`src/rtl/assert_macros.svh`:
```
// Assertion macros used by the frame parser top level.
`ifndef ASSERT_MACROS_SVH
`define ASSERT_MACROS_SVH

// Checks a property on every rising edge of clk outside reset.
`define WSFP_ASSERT(label, prop, msg) \
    label: assert property (@(posedge clk) disable iff (!rst_n) prop) else $error(msg);

// Checks that a condition implies a consequence in the same cycle.
`define WSFP_ASSERT_IMPL(label, cond, cons, msg) \
    label: assert property (@(posedge clk) disable iff (!rst_n) (cond) |-> (cons)) \
        else $error(msg);

`endif

```
`src/rtl/wsfp_pkg.sv`:
```
// Types, codes and helper functions of the WebSocket frame parser.
`timescale 1ns / 1ps

package wsfp_pkg;

    localparam logic [2:0] PH_HDR0   = 3'd0;
    localparam logic [2:0] PH_HDR1   = 3'd1;
    localparam logic [2:0] PH_EXTLEN = 3'd2;
    localparam logic [2:0] PH_KEY    = 3'd3;
    localparam logic [2:0] PH_BODY   = 3'd4;

    localparam logic [3:0] OP_CONT  = 4'h0;
    localparam logic [3:0] OP_TEXT  = 4'h1;
    localparam logic [3:0] OP_BIN   = 4'h2;
    localparam logic [3:0] OP_CLOSE = 4'h8;
    localparam logic [3:0] OP_PING  = 4'h9;
    localparam logic [3:0] OP_PONG  = 4'hA;

    localparam logic [1:0] ST_DATA    = 2'd0;
    localparam logic [1:0] ST_PING    = 2'd1;
    localparam logic [1:0] ST_CLOSE   = 2'd2;
    localparam logic [1:0] ST_UNKNOWN = 2'd3;

    localparam logic [6:0] LEN_EXT16 = 7'd126;
    localparam logic [6:0] LEN_EXT64 = 7'd127;

    localparam logic [3:0] EXT16_BYTES = 4'd2;
    localparam logic [3:0] EXT64_BYTES = 4'd8;
    localparam logic [3:0] KEY_BYTES   = 4'd4;

    localparam logic [31:0] LIMIT_RESET = 32'd4095;

    typedef struct packed {
        logic        has_result;
        logic        data_valid;
        logic [7:0]  payload_byte;
        logic        frame_end;
        logic [1:0]  frame_status;
        logic [31:0] delivered_count;
    } wsfp_result_t;

    function automatic logic [1:0] status_of(input logic [3:0] op);
        logic [1:0] st;
        unique case (op)
            OP_CONT, OP_TEXT, OP_BIN, OP_PONG: st = ST_DATA;
            OP_PING:                           st = ST_PING;
            OP_CLOSE:                          st = ST_CLOSE;
            default:                           st = ST_UNKNOWN;
        endcase
        return st;
    endfunction

endpackage

```
`src/rtl/wsfp_core.sv`:
```
// Header and payload state machine of the frame parser, with the limit register.
`timescale 1ns / 1ps

module wsfp_core (
    input  logic                  clk,
    input  logic                  rst_n,
    input  logic                  item_commit,
    input  logic [7:0]            item_byte,
    input  logic                  cfg_we,
    input  logic [31:0]           cfg_wdata,
    output wsfp_pkg::wsfp_result_t result
);

    logic [2:0]  phase_reg, phase_next;
    logic [3:0]  opcode_reg, opcode_next;
    logic        mask_reg, mask_next;
    logic [3:0]  hcnt_reg, hcnt_next;
    logic [31:0] len_reg, len_next;
    logic [31:0] key_reg, key_next;
    logic [31:0] idx_reg, idx_next;
    logic [31:0] limit_reg;

    logic [31:0] idx_inc;
    logic [7:0]  key_byte;
    logic        pong;
    logic        deliver;
    logic        last;

    assign idx_inc = idx_reg + 32'd1;
    assign pong    = (opcode_reg == wsfp_pkg::OP_PONG);
    assign deliver = !pong && (idx_reg < limit_reg);
    assign last    = (idx_inc == len_reg);

    always_comb
    begin
        unique case (idx_reg[1:0])
            2'd0:    key_byte = key_reg[31:24];
            2'd1:    key_byte = key_reg[23:16];
            2'd2:    key_byte = key_reg[15:8];
            default: key_byte = key_reg[7:0];
        endcase
    end

    always_comb
    begin
        phase_next  = phase_reg;
        opcode_next = opcode_reg;
        mask_next   = mask_reg;
        hcnt_next   = hcnt_reg;
        len_next    = len_reg;
        key_next    = key_reg;
        idx_next    = idx_reg;
        result      = '0;

        unique case (phase_reg)
            wsfp_pkg::PH_HDR0:
            begin
                opcode_next = item_byte[3:0];
                mask_next   = 1'b0;
                hcnt_next   = 4'd0;
                len_next    = 32'd0;
                key_next    = 32'd0;
                idx_next    = 32'd0;
                phase_next  = wsfp_pkg::PH_HDR1;
            end
            wsfp_pkg::PH_HDR1:
            begin
                mask_next = item_byte[7];
                if (item_byte[6:0] == wsfp_pkg::LEN_EXT16)
                begin
                    phase_next = wsfp_pkg::PH_EXTLEN;
                    hcnt_next  = wsfp_pkg::EXT16_BYTES;
                end
                else if (item_byte[6:0] == wsfp_pkg::LEN_EXT64)
                begin
                    phase_next = wsfp_pkg::PH_EXTLEN;
                    hcnt_next  = wsfp_pkg::EXT64_BYTES;
                end
                else
                begin
                    len_next = {25'd0, item_byte[6:0]};
                    if (item_byte[7])
                    begin
                        phase_next = wsfp_pkg::PH_KEY;
                        hcnt_next  = wsfp_pkg::KEY_BYTES;
                    end
                    else if (item_byte[6:0] == 7'd0)
                    begin
                        phase_next          = wsfp_pkg::PH_HDR0;
                        result.has_result   = 1'b1;
                        result.frame_end    = 1'b1;
                        result.frame_status = wsfp_pkg::status_of(opcode_reg);
                    end
                    else
                    begin
                        phase_next = wsfp_pkg::PH_BODY;
                    end
                end
            end
            wsfp_pkg::PH_EXTLEN:
            begin
                len_next  = {len_reg[23:0], item_byte};
                hcnt_next = hcnt_reg - 4'd1;
                if (hcnt_next == 4'd0)
                begin
                    if (mask_reg)
                    begin
                        phase_next = wsfp_pkg::PH_KEY;
                        hcnt_next  = wsfp_pkg::KEY_BYTES;
                    end
                    else if (len_next == 32'd0)
                    begin
                        phase_next          = wsfp_pkg::PH_HDR0;
                        result.has_result   = 1'b1;
                        result.frame_end    = 1'b1;
                        result.frame_status = wsfp_pkg::status_of(opcode_reg);
                    end
                    else
                    begin
                        phase_next = wsfp_pkg::PH_BODY;
                    end
                end
            end
            wsfp_pkg::PH_KEY:
            begin
                key_next  = {key_reg[23:0], item_byte};
                hcnt_next = hcnt_reg - 4'd1;
                if (hcnt_next == 4'd0)
                begin
                    if (len_reg == 32'd0)
                    begin
                        phase_next          = wsfp_pkg::PH_HDR0;
                        result.has_result   = 1'b1;
                        result.frame_end    = 1'b1;
                        result.frame_status = wsfp_pkg::status_of(opcode_reg);
                    end
                    else
                    begin
                        phase_next = wsfp_pkg::PH_BODY;
                    end
                end
            end
            default:
            begin
                idx_next = idx_inc;
                if (last)
                begin
                    phase_next = wsfp_pkg::PH_HDR0;
                end
                result.has_result   = deliver || last;
                result.data_valid   = deliver;
                result.payload_byte = deliver ? (item_byte ^ key_byte) : 8'd0;
                result.frame_end    = last;
                result.frame_status = last ? wsfp_pkg::status_of(opcode_reg)
                                           : wsfp_pkg::ST_DATA;
                result.delivered_count = pong ? 32'd0 : (deliver ? idx_inc : limit_reg);
            end
        endcase
    end

    always_ff @(posedge clk or negedge rst_n)
    begin
        if (!rst_n)
        begin
            phase_reg  <= wsfp_pkg::PH_HDR0;
            opcode_reg <= 4'd0;
            mask_reg   <= 1'b0;
            hcnt_reg   <= 4'd0;
            len_reg    <= 32'd0;
            key_reg    <= 32'd0;
            idx_reg    <= 32'd0;
        end
        else if (item_commit)
        begin
            phase_reg  <= phase_next;
            opcode_reg <= opcode_next;
            mask_reg   <= mask_next;
            hcnt_reg   <= hcnt_next;
            len_reg    <= len_next;
            key_reg    <= key_next;
            idx_reg    <= idx_next;
        end
    end

    always_ff @(posedge clk or negedge rst_n)
    begin
        if (!rst_n)
        begin
            limit_reg <= wsfp_pkg::LIMIT_RESET;
        end
        else if (cfg_we)
        begin
            limit_reg <= cfg_wdata;
        end
    end

endmodule

```
`src/rtl/wsfp_out_reg.sv`:
```
// Result register of the frame parser, holding one beat for the receiver.
`timescale 1ns / 1ps

module wsfp_out_reg (
    input  logic                  clk,
    input  logic                  rst_n,
    input  logic                  load,
    input  wsfp_pkg::wsfp_result_t result,
    output logic                  free,
    output logic                  res_valid,
    input  logic                  res_stall,
    output logic                  data_valid,
    output logic [7:0]            payload_byte,
    output logic                  frame_end,
    output logic [1:0]            frame_status,
    output logic [31:0]           delivered_count
);

    logic        valid_reg;
    logic        dv_reg;
    logic [7:0]  byte_reg;
    logic        end_reg;
    logic [1:0]  status_reg;
    logic [31:0] count_reg;

    assign free = !valid_reg || !res_stall;

    always_ff @(posedge clk or negedge rst_n)
    begin
        if (!rst_n)
        begin
            valid_reg <= 1'b0;
        end
        else if (load)
        begin
            valid_reg <= 1'b1;
        end
        else if (!res_stall)
        begin
            valid_reg <= 1'b0;
        end
    end

    always_ff @(posedge clk)
    begin
        if (load)
        begin
            dv_reg     <= result.data_valid;
            byte_reg   <= result.payload_byte;
            end_reg    <= result.frame_end;
            status_reg <= result.frame_status;
            count_reg  <= result.delivered_count;
        end
    end

    assign res_valid       = valid_reg;
    assign data_valid      = dv_reg;
    assign payload_byte    = byte_reg;
    assign frame_end       = end_reg;
    assign frame_status    = status_reg;
    assign delivered_count = count_reg;

endmodule

```
`src/rtl/websocket_frame_parser_top.sv`:
```
// Top level of the WebSocket frame parser: input register, state machine, result register.
`timescale 1ns / 1ps

// The block takes one received stream byte per beat on the rx channel (rx_valid,
// rx_stall, rx_byte) and returns parsed results on the res channel (res_valid,
// res_stall and the five result fields). Header bytes, dropped bytes and pong
// payload bytes that do not end a frame give no result beat.
// The payload limit is written through cfg_valid, cfg_ready and cfg_data;
// cfg_ready is always high; the user must make writes only while the block is idle,
// as the block itself does not enforce it. A byte is held in the input register and
// is worked on by the combinational state machine; its result is loaded into the
// result register when the byte is committed, which sets res_valid.
// Throughput is one byte per cycle while neither side stalls.
// When the receiver stalls, the waiting result stays in the result register and
// bytes that give no result still pass; rx_stall is raised once the byte in the
// input register would give a result as well, and that byte is then held.
// Reset clears the parser to await the first header byte and sets the payload
// limit to 4095.

`include "assert_macros.svh"

module websocket_frame_parser_top (
    input  logic        clk,
    input  logic        rst_n,
    input  logic        rx_valid,
    output logic        rx_stall,
    input  logic [7:0]  rx_byte,
    input  logic        cfg_valid,
    output logic        cfg_ready,
    input  logic [31:0] cfg_data,
    output logic        res_valid,
    input  logic        res_stall,
    output logic        data_valid,
    output logic [7:0]  payload_byte,
    output logic        frame_end,
    output logic [1:0]  frame_status,
    output logic [31:0] delivered_count
);

    logic                   in_valid_reg;
    logic [7:0]             in_byte_reg;
    logic                   out_free;
    logic                   commit;
    wsfp_pkg::wsfp_result_t core_result;

    assign commit    = in_valid_reg && (!core_result.has_result || out_free);
    assign rx_stall  = in_valid_reg && !commit;
    assign cfg_ready = 1'b1;

    always_ff @(posedge clk or negedge rst_n)
    begin
        if (!rst_n)
        begin
            in_valid_reg <= 1'b0;
        end
        else if (!rx_stall)
        begin
            in_valid_reg <= rx_valid;
        end
    end

    always_ff @(posedge clk)
    begin
        if (rx_valid && !rx_stall)
        begin
            in_byte_reg <= rx_byte;
        end
    end

    wsfp_core u_core (
        .clk         (clk),
        .rst_n       (rst_n),
        .item_commit (commit),
        .item_byte   (in_byte_reg),
        .cfg_we      (cfg_valid && cfg_ready),
        .cfg_wdata   (cfg_data),
        .result      (core_result)
    );

    wsfp_out_reg u_out_reg (
        .clk             (clk),
        .rst_n           (rst_n),
        .load            (commit && core_result.has_result),
        .result          (core_result),
        .free            (out_free),
        .res_valid       (res_valid),
        .res_stall       (res_stall),
        .data_valid      (data_valid),
        .payload_byte    (payload_byte),
        .frame_end       (frame_end),
        .frame_status    (frame_status),
        .delivered_count (delivered_count)
    );

    `WSFP_ASSERT_IMPL(a_beat_has_meaning, res_valid, data_valid || frame_end, "empty result beat")
    `WSFP_ASSERT_IMPL(a_status_only_at_end, res_valid && !frame_end,
        frame_status == wsfp_pkg::ST_DATA, "status outside frame end")
    `WSFP_ASSERT_IMPL(a_byte_zero_when_idle, res_valid && !data_valid, payload_byte == 8'd0,
        "payload byte set without data")
    `WSFP_ASSERT(a_held_byte_kept, (in_valid_reg && !commit) |=> (in_valid_reg && $stable(in_byte_reg)),
        "held input byte lost")

endmodule
```
`config.mk`:
```
export PLATFORM = sky130hd
export DESIGN_NAME = websocket_frame_parser_top
export DESIGN_NICKNAME = d
export VERILOG_FILES = /design/src/rtl/wsfp_pkg.sv /design/src/rtl/wsfp_core.sv /design/src/rtl/wsfp_out_reg.sv /design/src/rtl/websocket_frame_parser_top.sv
export VERILOG_INCLUDE_DIRS = /design/src /design/src/rtl
export SDC_FILE = /design/constraint.sdc
export NUM_CORES = 1
export LEC_CHECK = 0
export BUFFER_PORTS_ARGS = -buffer_cell sky130_fd_sc_hd__buf_4
export CAP_MARGIN = 20
export CELL_PAD_IN_SITES_DETAIL_PLACEMENT = 0
export CELL_PAD_IN_SITES_GLOBAL_PLACEMENT = 1
export CORE_MARGIN = 2
export CORE_UTILIZATION = 25
export CTS_BUF_LIST = sky130_fd_sc_hd__clkbuf_16
export DETAILED_ROUTE_END_ITERATION = 12
export GPL_ROUTABILITY_DRIVEN = 1
export PLACE_DENSITY = 0.44
export SLEW_MARGIN = 20
export SYNTH_ARGS = -nofsm -noshare
export SYNTH_HDL_FRONTEND = slang
export SYNTH_SLANG_ARGS = --single-unit
```
`constraint.sdc`:
```
create_clock -name clk -period 8.5 [get_ports clk]
set_input_delay 0.425 -clock clk [delete_from_list [all_inputs] [get_ports clk]]
set_output_delay 0.425 -clock clk [all_outputs]
set_load 0.01 [all_outputs]
```
==> out/results.tsv, run 1 <==
stage	metric	value	unit
sta	# setup viols final	0	
placement	dpl hpwl	32.1	mm
critical_path	Critical Path Start	u_core.idx_reg[0]	
drt	WL/cell	22.9	microns
status	status	completed	
grt	total global routing overflow	0	
drt	vias post-DR	10000	
cts	H-tree levels	4	
die	Chip Height	219	microns
placement	dpl cell area	12800	sq um
finish	Reg area	5130	sq um
sta	WHS	0.0230	ns
grt	pin count of the biggest net entering global routing	83	
grt	GRT Resource Usage Total	0.190	
yosys	Syn Inst Count	1287	
cts	CTS tree	yes	
pwr	internal cell power	2.27	mW
die	Core Rows	78	
pwr	Gate power share	0.393	
sta	setup tns final	0	ns
grt	initial antenna violation count	0	
yosys	most common cell in the netlist	nand2_1	
cts	CTS Root Buffer Type	clkbuf_16	
die	core area	45600	sq um
cts	post-CTS setup buffer count	0	
critical_path	Critical Path End Type	output pin	
pwr	Power Density	292	nW/um^2
pwr	Switching Fraction	0.420	
sta	setup slack after layout	2.77	ns
finish	Area Overhead vs Synth	15.7	%
pwr	Seq pwr share	0.382	
grt	met3 usage	0.0288	
yosys	Synth top area share	0.281	
yosys	syn_nets	1369	
pwr	maximum vdd ir drop	126	uV
sta	fin crit share	0.674	
grt	grt met2 use	0.272	
yosys	post-synthesis average cell area	9.01	sq um
grt	vias in the first global route	9901	
drt	Initial DRC Count	911	
finish	Fill cells	4882	
die	die area	48100	sq um
yosys	dominant cells by area after synthesis	dfrtp_1 (28%), edfxtp_1 (13%), nand2_1 (7.4%), o21ai_0 (5.6%), ha_1 (4.0%)	
drt	vias per cell	5.18	
cts	post-cts sizing count	0	
sta	Max Transition Viols Final	0	
yosys	Synth Cell Area	11600	sq um
critical_path	Worst Path Required	8.08	ns
finish	n_diodes	0	
yosys	Top FF cell, synth	dfrtp_1	
cts	Sink Count	194	
yosys	Yosys cell types	83	
die	Ports	92	
worst_hold_path	Hold WC Path Type	in2async	
finish	NumNets Final	1405	
finish	layout cells sized above 1	0.143	
pwr	Lkg Pwr	5.36	nW
cts	Clk Latency, worst-skew pair	0.50	ns
sta	Layout Skew	0.0238	ns
pwr	Total Power	3.92	mW
drt	Routed WL	44.3	mm
finish	Layout Cells excl Fill	1936	
critical_path	Worst EP arrival	5.30	ns
yosys	#FFs+latches synth	194	
sta	RSZ-0062 raised after global routing	no	
placement	placer's final routability congestion estimate	0.826	
sta	Slew HR	0.287	
yosys	Ys Warns	0	
yosys	cell taking the most area after synthesis	dfrtp_1	
finish	final core utilization	0.294	
cts	hold-fix buffers at CTS	0	
sta	Worst-Margin Slew	1.06	ns
yosys	top cells by count, synth	nand2_1 (230), dfrtp_1 (130), o21ai_0 (130)	
sta	Final Hold Viols	0	
finish	area of the multi-input gates	5910	sq um
sta	Fmax	0.175	GHz
run	Max-Cap Viols	0	
pwr	clock network power share	0.225	
pwr	NetSw	1.64	mW
yosys	register area share after synthesis	0.442	
critical_path	CP Launch Type	flop	
cts	Clk pin slew, worst setup/hold paths	0.08	ns
placement	placed insts	1904	
drt	Pre-antenna DRT Iters	5	
grt	met1 GRT Util	0.283	
die	die width	219	microns
drt	DRC Markers	0	
critical_path	critical path peak fanout	21	
grt	Most Crowded Layer GR	met1	
placement	input/output buffers	90	
critical_path	crit path kind	reg2out	
cts	clock buffer depth	2	
finish	final instance area	13400	sq um
cts	Num CTS Buffers	17	
yosys	Post-synth EDFFs	52	
drt	Routed Antenna Nets	0	
die	Starting Density	0.254	
sta	min Tclk post-route	5.73	ns
grt	global-route wire length before repair	66.6	mm
yosys	async set-reset flop share out of synthesis	0.732	
critical_path	reg2reg start	u_core.idx_reg[0]	
placement	worst slack, placed	2.89	ns
cell usage in the layout (no fill, tap or decap), types with 4 or more instances in the layout:
cell type / n
a22o_1: 24
nor2_1: 89
dfstp_2: 12
mux2_2: 7
buf_4: 105
a2111oi_0: 7
a221oi_1: 5
a222oi_1: 8
nand4_1: 24
dfrtp_1: 130
or2_2: 6
nor3_1: 23
ha_1: 37
o221ai_1: 10
nor2b_1: 12
and4_1: 7
o21a_1: 10
or4_1: 5
o21ai_0: 129
nor4_1: 20
a31oi_1: 5
inv_1: 48
nand3_1: 20
o22ai_1: 7
o211ai_1: 5
and3_1: 8
xor2_1: 22
o21ai_1: 20
a311oi_1: 5
o21bai_1: 4
a211oi_1: 33
nand2_1: 229
clkbuf_16: 17
nand2b_1: 7
xnor2_1: 30
a2bb2oi_1: 32
a21oi_1: 33
edfxtp_1: 52
cell families (layout without fill, tap and decap cells):
family | after synthesis | count (layout) | synth area share
simple gates | 481 | 481 | 0.199
compound gates | 368 | 368 | 0.213
xor+xnor | 55 | 55 | 0.0453
mux | 10 | 10 | 0.00939
flops | 194 | 194 | 0.442
buf+inv | 141 | 190 | 0.0503
other cells | 1 | 1 | 0.000323
fa+ha+maj | 37 | 37 | 0.0399
power by group through the flow:
stage,sequential (mW),clock [mW],combinational (mW)
finish,1.49,0.881,1.54
global placement,1.51,0,1.55
detailed placement,1.51,0,1.56
global route,1.53,0.942,1.71
CTS,1.49,0.915,1.56
floorplan,1.45,0,0.961
routing by layer:
metal	up-vias	wire length, microns
met2	256	19200
met1	4963	22300
met4	0	1040
li1	4763	-
met5	-	0
met3	54	1880
path summary, 6_finish.rpt:
check / cells past startpoint / end / slack, ns
setup / recovery: 10 / rx_stall / 2.77
hold / removal: 1 / u_core.len_reg[29] / 0.02
setup reg to reg: 11 / u_out_reg.delivered_count[31] / 2.86
hold reg to reg: 2 / u_core.limit_reg[9] / 0.52
max in group asynchronous: 2 / u_core.opcode_reg[0] / 7.04
min in group clk: 1 / in_byte_reg[2] / 0.10
area by class of cell:
type                            count  area share
Clock buffer                       17      0.0317
Clock inverter                     15      0.0135
Inverter                           51      0.0143
Multi-Input combinational cell    952       0.441
Sequential cell                   194       0.382
Tap cell                          600      0.0559
Timing Repair Buffer              107      0.0616
worst max-delay path: stages (launching register included):
cell and delay, ns:
dfrtp_1 0.56, ha_1 0.71, nand3_1 0.66, nor3_1 0.97, and3_1 0.29, o21bai_1 0.08, a2111oi_0 0.45, nand3_1 0.22
or2_1 0.41, a31oi_2 0.27, buf_4 0.16
No activity file was read; power rests on OpenSTA's default activity.
==> run 2: changes to the inputs <==
Clock period 8.5 ns to 5.5 ns, I/O delays scaled along.
==> out/results.tsv, run 2 (synthesized netlist as in run 1, its figures left out) <==
stage	metric	value	unit	change
status	status	completed		unchanged
drt	WL/cell	22.9	microns	about the same
grt	initial antenna violation count	0		unchanged
finish	n_diodes	0		unchanged
grt	pin count of the biggest net entering global routing	65		was 83
critical_path	critical path, cell by cell	nand3_4 > nor4_4 > and4_1 > mux2_2 > a2111oi_0 > nand3_1 > or2_1 > buf_4 > a31oi_2 > buf_4		was ha_1 > nand3_1 > nor3_1 > and3_1 > o21bai_1 > a2111oi_0 > nand3_1 > or2_1 > a31oi_2 > buf_4
worst_hold_path	hold depth	3		
die	Starting Density	0.254		unchanged
finish	Area Overhead vs Synth	19.1	%	was 15.7%
placement	dpl cell area	12900	sq um	was 12800 sq um
critical_path	number of cells on the critical path	10		unchanged
pwr	maximum vdd ir drop	220	uV	was 126 uV
die	Ports	92		unchanged
die	die width	219	microns	unchanged
pwr	Power Density	438	nW/um^2	was 292 nW/um^2
sta	Worst-Margin Slew	1.07	ns	was 1.06 ns
sta	Fmax	0.204	GHz	
critical_path	critical path peak fanout	13		was 21
finish	commonest non-fill, non-tap cell in the layout	nand2_1		unchanged
critical_path	Worst EP arrival	4.64	ns	was 5.30 ns
grt	global-route wire length before repair	68.0	mm	was 66.6 mm
cts	post-cts sizing count	0		unchanged
drt	DRC Markers	0		unchanged
cts	Num CTS Buffers	17		unchanged
critical_path	Worst Path Required	5.22	ns	was 8.08 ns
placement	placer's final routability congestion estimate	0.866		was 0.826
critical_path	Crit-path slowest cell	nor4_4		was nor3_1
run	Max-Cap Viols	0		unchanged
drt	Routed Antenna Nets	0		unchanged
sta	Final Hold Viols	0		unchanged
cts	CTS tree	yes		unchanged
grt	total global routing overflow	0		unchanged
placement	input/output buffers	90		unchanged
cts	CTS Root Buffer Type	clkbuf_16		unchanged
sta	RSZ-0062 raised after global routing	no		unchanged
pwr	Lkg Pwr	5.56	nW	was 5.36 nW
critical_path	Top delay family on crit path	simple AND/OR/NAND/NOR gates		unchanged
sta	min Tclk post-route	4.91	ns	
critical_path	Buf/Inv on CP	2		was 1
cts	Clk pin slew, worst setup/hold paths	0.07	ns	was 0.08 ns
die	Chip Height	219	microns	unchanged
sta	fin crit share	0.893		
drt	vias post-DR	10200		was 10.0k
cts	clock buffer depth	2		unchanged
cts	post-CTS setup buffer count	0		unchanged
die	core area	45600	sq um	unchanged
finish	final instance area	13800	sq um	was 13400 sq um
finish	layout cells sized above 1	0.145		was 0.143
sta	Max Transition Viols Final	0		unchanged
finish	commonest cells after routing, fill and taps aside	nand2_1 (229), dfrtp_1 (130), o21ai_0 (128), buf_4 (118), nor2_1 (89)		was nand2_1 (229), dfrtp_1 (130), o21ai_0 (129), buf_4 (105), nor2_1 (89)
drt	vias per cell	5.13		was 5.18
critical_path	most used cell, CP	buf_4		was nand3_1
grt	vias in the first global route	10100		was 9901
critical_path	CP Launch Type	flop		unchanged
critical_path	Worst path max stage delay	0.71	ns	was 0.97 ns
finish	NumNets Final	1453		was 1405
sta	Slew HR	0.277		was 0.287
sta	# setup viols final	0		unchanged
sta	Layout Skew	0.0262	ns	was 0.0238 ns
grt	GRT Resource Usage Total	0.194		was 0.190
cts	H-tree levels	4		unchanged
critical_path	Critical Path End Type	output pin		unchanged
cts	Sink Count	194		unchanged
drt	Initial DRC Count	774		was 911
die	Core Rows	78		unchanged
die	die area	48100	sq um	unchanged
drt	Pre-antenna DRT Iters	7		was 5
critical_path	worst r2r path cells	10		was 11
placement	dpl hpwl	32.7	mm	was 32.1 mm
worst_hold_path	Hold WC Path Type	in2reg		was in2async
critical_path	crit path kind	reg2out		unchanged
drt	Routed WL	45.3	mm	was 44.3 mm
cts	Clk Latency, worst-skew pair	0.51	ns	was 0.50 ns
sta	setup tns final	0	ns	unchanged
run 2: cell count changes in the layout (fill, tap and decap cells not counted), moves of 2 or more:
cell / previous run / this run
inv_1: 48 / 51
clkinvlp_4: 3 / 1
buf_4: 105 / 118
dlygate4sd3_1: 0 / 36
clkinv_2: 2 / 4
run 2: power breakdown:
part	internal, mW	total [mW]	leakage [nW]	switching (mW)
sequential	1.92	2.31	2.33	0.394
clock	0.665	1.28	0.289	0.616
combinational	0.903	2.45	2.94	1.55
total	3.49	6.05	5.56	2.56
run 2: stage by stage:
stage	cells	setup slack [ns]	hold slack [ns]	total power, mW	util
after global routing	1984	0.305	0.0317	6.47	0.303
after global placement	1916	0.778	0.334	4.82	0.283
after detailed placement	1916	0.700	0.327	4.80	0.283
after floorplan	1287	0.327	-0.0206	3.72	-
after CTS	1984	0.546	0.00123	6.14	0.303
final	1984	0.587	0.0280	6.05	0.303
run 2: metal layers:
layer / wire length [microns] / share of wire / up-vias / global-route usage
met3: 1330 / 0.029 / 33 / 0.0272
met2: 20200 / 0.45 / 201 / 0.292
met1: 23000 / 0.51 / 5091 / 0.283
li1: - / - / 4845 / -
met4: 819 / 0.018 / 0 / 0.0658
met5: 0 / 0 / - / 0
run 2: tightest hold or removal path: cells and delay by family:
| family | cells | cell delay [ns] |
|---|---|---|
| AO/OA/AOI/OAI | 1 | 0.07 |
| buffers and inverters | 1 | 0.08 |
| AND/OR/NAND/NOR | 1 | 0.06 |
run 2: final timing paths:
check,start,endpoint,slack (ns)
max in group asynchronous,rst_n,u_core.opcode_reg[3],3.87
worst min-delay path,cfg_data[11],u_core.limit_reg[11],0.03
worst max register to register,u_core.idx_reg[4],u_out_reg.delivered_count[27],0.71
worst max-delay path,u_core.idx_reg[4],rx_stall,0.59
min in group asynchronous,rst_n,u_core.idx_reg[22],0.35
worst min register to register,u_core.limit_reg[9],u_core.limit_reg[9],0.52
run 2: repair_timing:
action / 4_1_cts / 5_1_grt
hold buffers: 36 / 0
endpoints found under the hold margin: 91 / 0
setup endpoints to repair: 0 / 0
run 2: cell type report:
type / count / area (sq um)
fillers: 4809 / 31800
multi-input cells: 952 / 5920
flip-flops and latches: 194 / 5130
repair buffers: 155 / 1260
well taps: 600 / 751
clock buffers: 17 / 425
inverters: 51 / 193
clock inverters: 15 / 141
